[config.mk]
export PLATFORM = sky130hd
export DESIGN_NAME = acd_ram
export DESIGN_NICKNAME = d
export VERILOG_FILES = /design/src/rtl/core/assert_macros.svh /design/src/rtl/core/acd_ram.sv
export SDC_FILE = /design/constraint.sdc
export NUM_CORES = 1
export LEC_CHECK = 0
export BUFFER_PORTS_ARGS = -buffer_cell sky130_fd_sc_hd__buf_4
export CAP_MARGIN = 20
export CORE_UTILIZATION = 60
export DETAILED_ROUTE_END_ITERATION = 16
export PLACE_DENSITY = 0.77
export SETUP_SLACK_MARGIN = 0.4
export SLEW_MARGIN = 5
export SYNTH_ARGS = -nofsm -noshare
export SYNTH_HDL_FRONTEND = slang
export SYNTH_SLANG_ARGS = --single-unit
[constraint.sdc]
create_clock -name i_clk -period 2.6 [get_ports i_clk]
set_input_delay 0.26 -clock i_clk [delete_from_list [all_inputs] [get_ports i_clk]]
set_output_delay 0.26 -clock i_clk [all_outputs]
set_load 0.02 [all_outputs]
[src/rtl/core/assert_macros.svh]
// Assertion wrappers, compiled out with NO_ASSERTIONS
`ifndef ASSERT_MACROS_SVH
`define ASSERT_MACROS_SVH
`ifndef NO_ASSERTIONS
`define ACD_ASSERT(lbl, clk, rstn, prop) \
    lbl: assert property (@(posedge clk) disable iff (!rstn) prop) \
        else $error("assertion failed");
`define ACD_ASSERT_NEXT(lbl, clk, rstn, ante, cons) \
    lbl: assert property (@(posedge clk) disable iff (!rstn) (ante) |=> (cons)) \
        else $error("assertion failed");
`else
`define ACD_ASSERT(lbl, clk, rstn, prop)
`define ACD_ASSERT_NEXT(lbl, clk, rstn, ante, cons)
`endif
`endif

[src/rtl/core/acd_ram.sv]
module acd_ram #(
    parameter  int WIDTH = 8,
    parameter  int DEPTH = 16,
    localparam int AW    = $clog2(DEPTH)
) (
    input  logic             i_clk,
    input  logic             i_we,
    input  logic [AW-1:0]    i_waddr,
    input  logic [WIDTH-1:0] i_wdata,
    input  logic             i_re,
    input  logic [AW-1:0]    i_raddr,
    output logic [WIDTH-1:0] o_rdata
);

    logic [WIDTH-1:0] r_mem [DEPTH];
    logic [WIDTH-1:0] r_rdata;

    always_ff @(posedge i_clk) begin
        if (i_we) begin
            r_mem[i_waddr] <= i_wdata;
        end
        if (i_re) begin
            r_rdata <= r_mem[i_raddr];
        end
    end

    assign o_rdata = r_rdata;

endmodule

# After elaboration in Yosys (flattened, before gate mapping)
# Memory sizes are Yosys's and may differ from the RTL's. A register that Yosys moved wholly into a read port is not among the register bits.
# Cells that the tools add are included.
[word_totals]
wordCells = 3
ramBits = 128
mem_count = 1
regBits = 0
[op_classes]
mux = 2
[memory_table]
columns = ["name", "words", "word_bits", "read_ports", "rd_ports_with_merged_regs", "wr", "line", "source"]
rows = [
  ["r_mem", 16, 8, 1, 1, 1, "acd_ram.sv:15", "logic [WIDTH-1:0] r_mem [DEPTH];"],
]
[op_table]
columns = ["cell", "n"]
rows = [
  ["$mux W1", 2],
]

# Longest topological paths before layout
[logic_depth]
depth_word = 2
ltp_mapped = 5

# Least setup slack after synthesis
# OpenSTA, ideal clock, no wires.
[synth_timing]
path_type = "input-to-reg"
startpoint = "input i_waddr[2]"
endpoint = "memory r_mem[0][0], enable pin"
n_path_buf = 0
cell_stages = 2
setup_ns = 0.383
slack_ns = 0.847
arrival_ns = 1.370
path_cell_list = "or3b_2 > nor3_1"
[synth_rtl]
columns = ["element", "line", "source"]
rows = [
  ["start: declaration", "acd_ram.sv:8", "input logic [AW-1:0] i_waddr,"],
  ["end: declaration", "acd_ram.sv:15", ""],
]
# No word-level cell before the write port.

==> flow_metrics.env <==
export IMPL_status="finished clean"
export IMPL_power_total_w=0.00499
export IMPL_skew_ns=0.00610
export IMPL_worstSetupPathType="reg2reg"
export IMPL_first_global_vias=2503
export IMPL_hp_class="in2reg"
export IMPL_hp_start="i_re"
export IMPL_drtIter0Drc=229
export IMPL_powerDensity_mw_per_mm2=811
export IMPL_period_needed_ns=1.52
export IMPL_ys_types=18
export IMPL_start_util=0.627
export IMPL_drive_above_1_share=0.309
export IMPL_synth_area_leaders="edfxtp_1 78%, mux4_2 7.8%, mux4_1 7.0%, a22oi_1 2.3%, nor2_1 0.93%"
export IMPL_synth_edf_count=136
export IMPL_cts_buffers=17
export IMPL_ir_worst_vdd_uv=499
export IMPL_start_kind="register"
export IMPL_worst_slew_pin_slew_ns=0.808
export IMPL_p_leak_nw=2.08
export IMPL_fillers=473
export IMPL_synth_commonest_cells="136 x edfxtp_1, 18 x mux4_2, 16 x a22oi_1"
export IMPL_fin_crit_sh=0.586
export IMPL_tns_ns=0
export IMPL_finish_net_count=297
export IMPL_synth_top_area_frac=0.781
export IMPL_syn_cell_area_mm2=0.00523
export IMPL_crit_required_ns=2.85
export IMPL_antenna_found_initial=0
export IMPL_wl_per_cell_um=26.4
export IMPL_die_height_um=95.3
export IMPL_syn_inst=229
export IMPL_reg2reg_from="r_mem[9][4]"
export IMPL_dieArea_mm2=0.00909
export IMPL_rsz0062_at_grt="false"
export IMPL_n_antenna_cell=0
export IMPL_slew_headroom=0.459
export IMPL_synth_seq_cells=136
export IMPL_h_tree_depth=4
export IMPL_drc=0
export IMPL_arrival_ns=1.78
export IMPL_vias_per_cell=6.32
export IMPL_drv_cap=0
export IMPL_cts_setup_buffers=0
export IMPL_synth_top_cell_by_area="edfxtp_1"
export IMPL_ys_flop_type="edfxtp_1"
export IMPL_cts_path_max_buffers=2
export IMPL_worstSkewPairLatency_ns=0.51
export IMPL_path_clk_slew_ns=0.06
export IMPL_dp_hpwl_mm=5.92
export IMPL_setup_viol=0
export IMPL_ys_warn_count=0
export IMPL_cp_cell_sequence="mux4_1 > a22oi_1 > nand2_1"
export IMPL_ctsResizeCount=0
export IMPL_dr_pass1_iters=5
export IMPL_synth_seq_area_share=0.781
export IMPL_yosys_cell_count_top_type="edfxtp_1"
export IMPL_root_buffer="clkbuf_8"
export IMPL_cts_hold_repair_buffers=0
export IMPL_end_kind="register"
export IMPL_max_freq_ghz=0.656
export IMPL_hold_viol=0
export IMPL_fp_row_count=33
export IMPL_drv_slew=0
export IMPL_critPathSlowestCell="mux4_1"
export IMPL_grt_pass1_wl_mm=15.5
export IMPL_critPathMaxStageDelay_ns=0.59
export IMPL_num_vias=2503
export IMPL_startpoint="r_mem[9][4]"
export IMPL_overflow=0
export IMPL_detail_route_antenna_nets=0
export IMPL_grtUsageTotal=0.264
export IMPL_cp_max_fo=1
export IMPL_place_gp_congestion=0.703
export IMPL_syn2layout_area_growth_pct=17.7
export IMPL_tritoncts="built"
export IMPL_coreArea_mm2=0.00834
export IMPL_die_x_um=95.3
export IMPL_ys_async_sr_fraction=0
export IMPL_grt_start_max_net_pins=33
export IMPL_syn_nets=248
export IMPL_ios=27
export IMPL_syn_area_per_cell_um2=22.8
export IMPL_port_buffers=26
export IMPL_wl_mm=10.5
export IMPL_clock_sinks=136
per-layer routing:
| metal | part of all wire | track usage |
|---|---|---|
| met5 | 0 | 0 |
| met4 | 0.0095 | 0.0896 |
| met3 | 0.096 | 0.0678 |
| met2 | 0.51 | 0.395 |
| met1 | 0.38 | 0.386 |
cells by family (layout without fill, tap and decap cells):
| kind of cell | count (synthesis) | after routing | synth area share |
|---|---|---|---|
| DFF | 136 | 136 | 0.781 |
| and+or+nand+nor | 35 | 35 | 0.0314 |
| muxes | 32 | 32 | 0.148 |
| AOI/OAI and AO/OA | 16 | 16 | 0.0230 |
| buffers and inverters | 10 | 72 | 0.0165 |
area by class of cell:
type,count,area [µm²],area share
Sequential cell,136,4080,0.664
Clock buffer,18,418,0.0679
Clock inverter,14,149,0.0242
Timing Repair Buffer,40,313,0.0508
Tap cell,105,131,0.0214
Multi-Input combinational cell,83,1060,0.172
through the flow:
stage / hold slack, ns / setup WS (ns) / utilization / instances / cell area [µm²]
2_1_floorplan: 0.359 / 0.847 / - / 229 / 5230
6_report: 0.0457 / 1.08 / 0.738 / 396 / 6150
4_1_cts: 0.0281 / 1.07 / 0.738 / 396 / 6150
3_3_place_gp: 0.554 / 0.665 / 0.670 / 364 / 5590
5_1_grt: 0.0257 / 1.03 / 0.738 / 396 / 6150
3_5_place_dp: 0.568 / 0.674 / 0.670 / 364 / 5590
state kept, by name, summed over array words and instances, names as in the netlist:
register and count:
o_rdata 8, r_mem 128
power breakdown:
| group | leakage [nW] | internal, W | switching (W) |
|---|---|---|---|
| sequential | 1.24 | 0.00247 | 0.0000133 |
| clock | 0.268 | 0.00137 | 0.000890 |
| combinational | 0.574 | 0.000106 | 0.000141 |
critical path: cells and delay by family (launching register included):
family / cells / cell delay [ns]
flip-flops: 1 / 0.36
AO/OA/AOI/OAI: 1 / 0.23
multiplexers: 1 / 0.59
AND/OR/NAND/NOR: 1 / 0.09
final timing paths:
kind / to / slack, ns / cells past startpoint
min reg2reg: o_rdata[5] / 0.75 / 3
min: o_rdata[2] / 0.05 / 1
max: o_rdata[4] / 1.08 / 3
max reg2reg: o_rdata[4] / 1.08 / 3
cells in the final DEF (no fill, tap or decap), types with 2 or more instances in the layout:
cell type / instances
clkinvlp_4: 4
nor2_1: 13
buf_4: 39
a22oi_1: 16
clkbuf_16: 16
nand3b_1: 2
edfxtp_1: 136
nor3_1: 4
nand2_1: 9
clkinv_4: 2
bufinv_16: 2
mux4_1: 14
nand2b_1: 2
clkinv_2: 3
mux4_2: 18
inv_6: 3
Power figures use the tool's default switching activity.
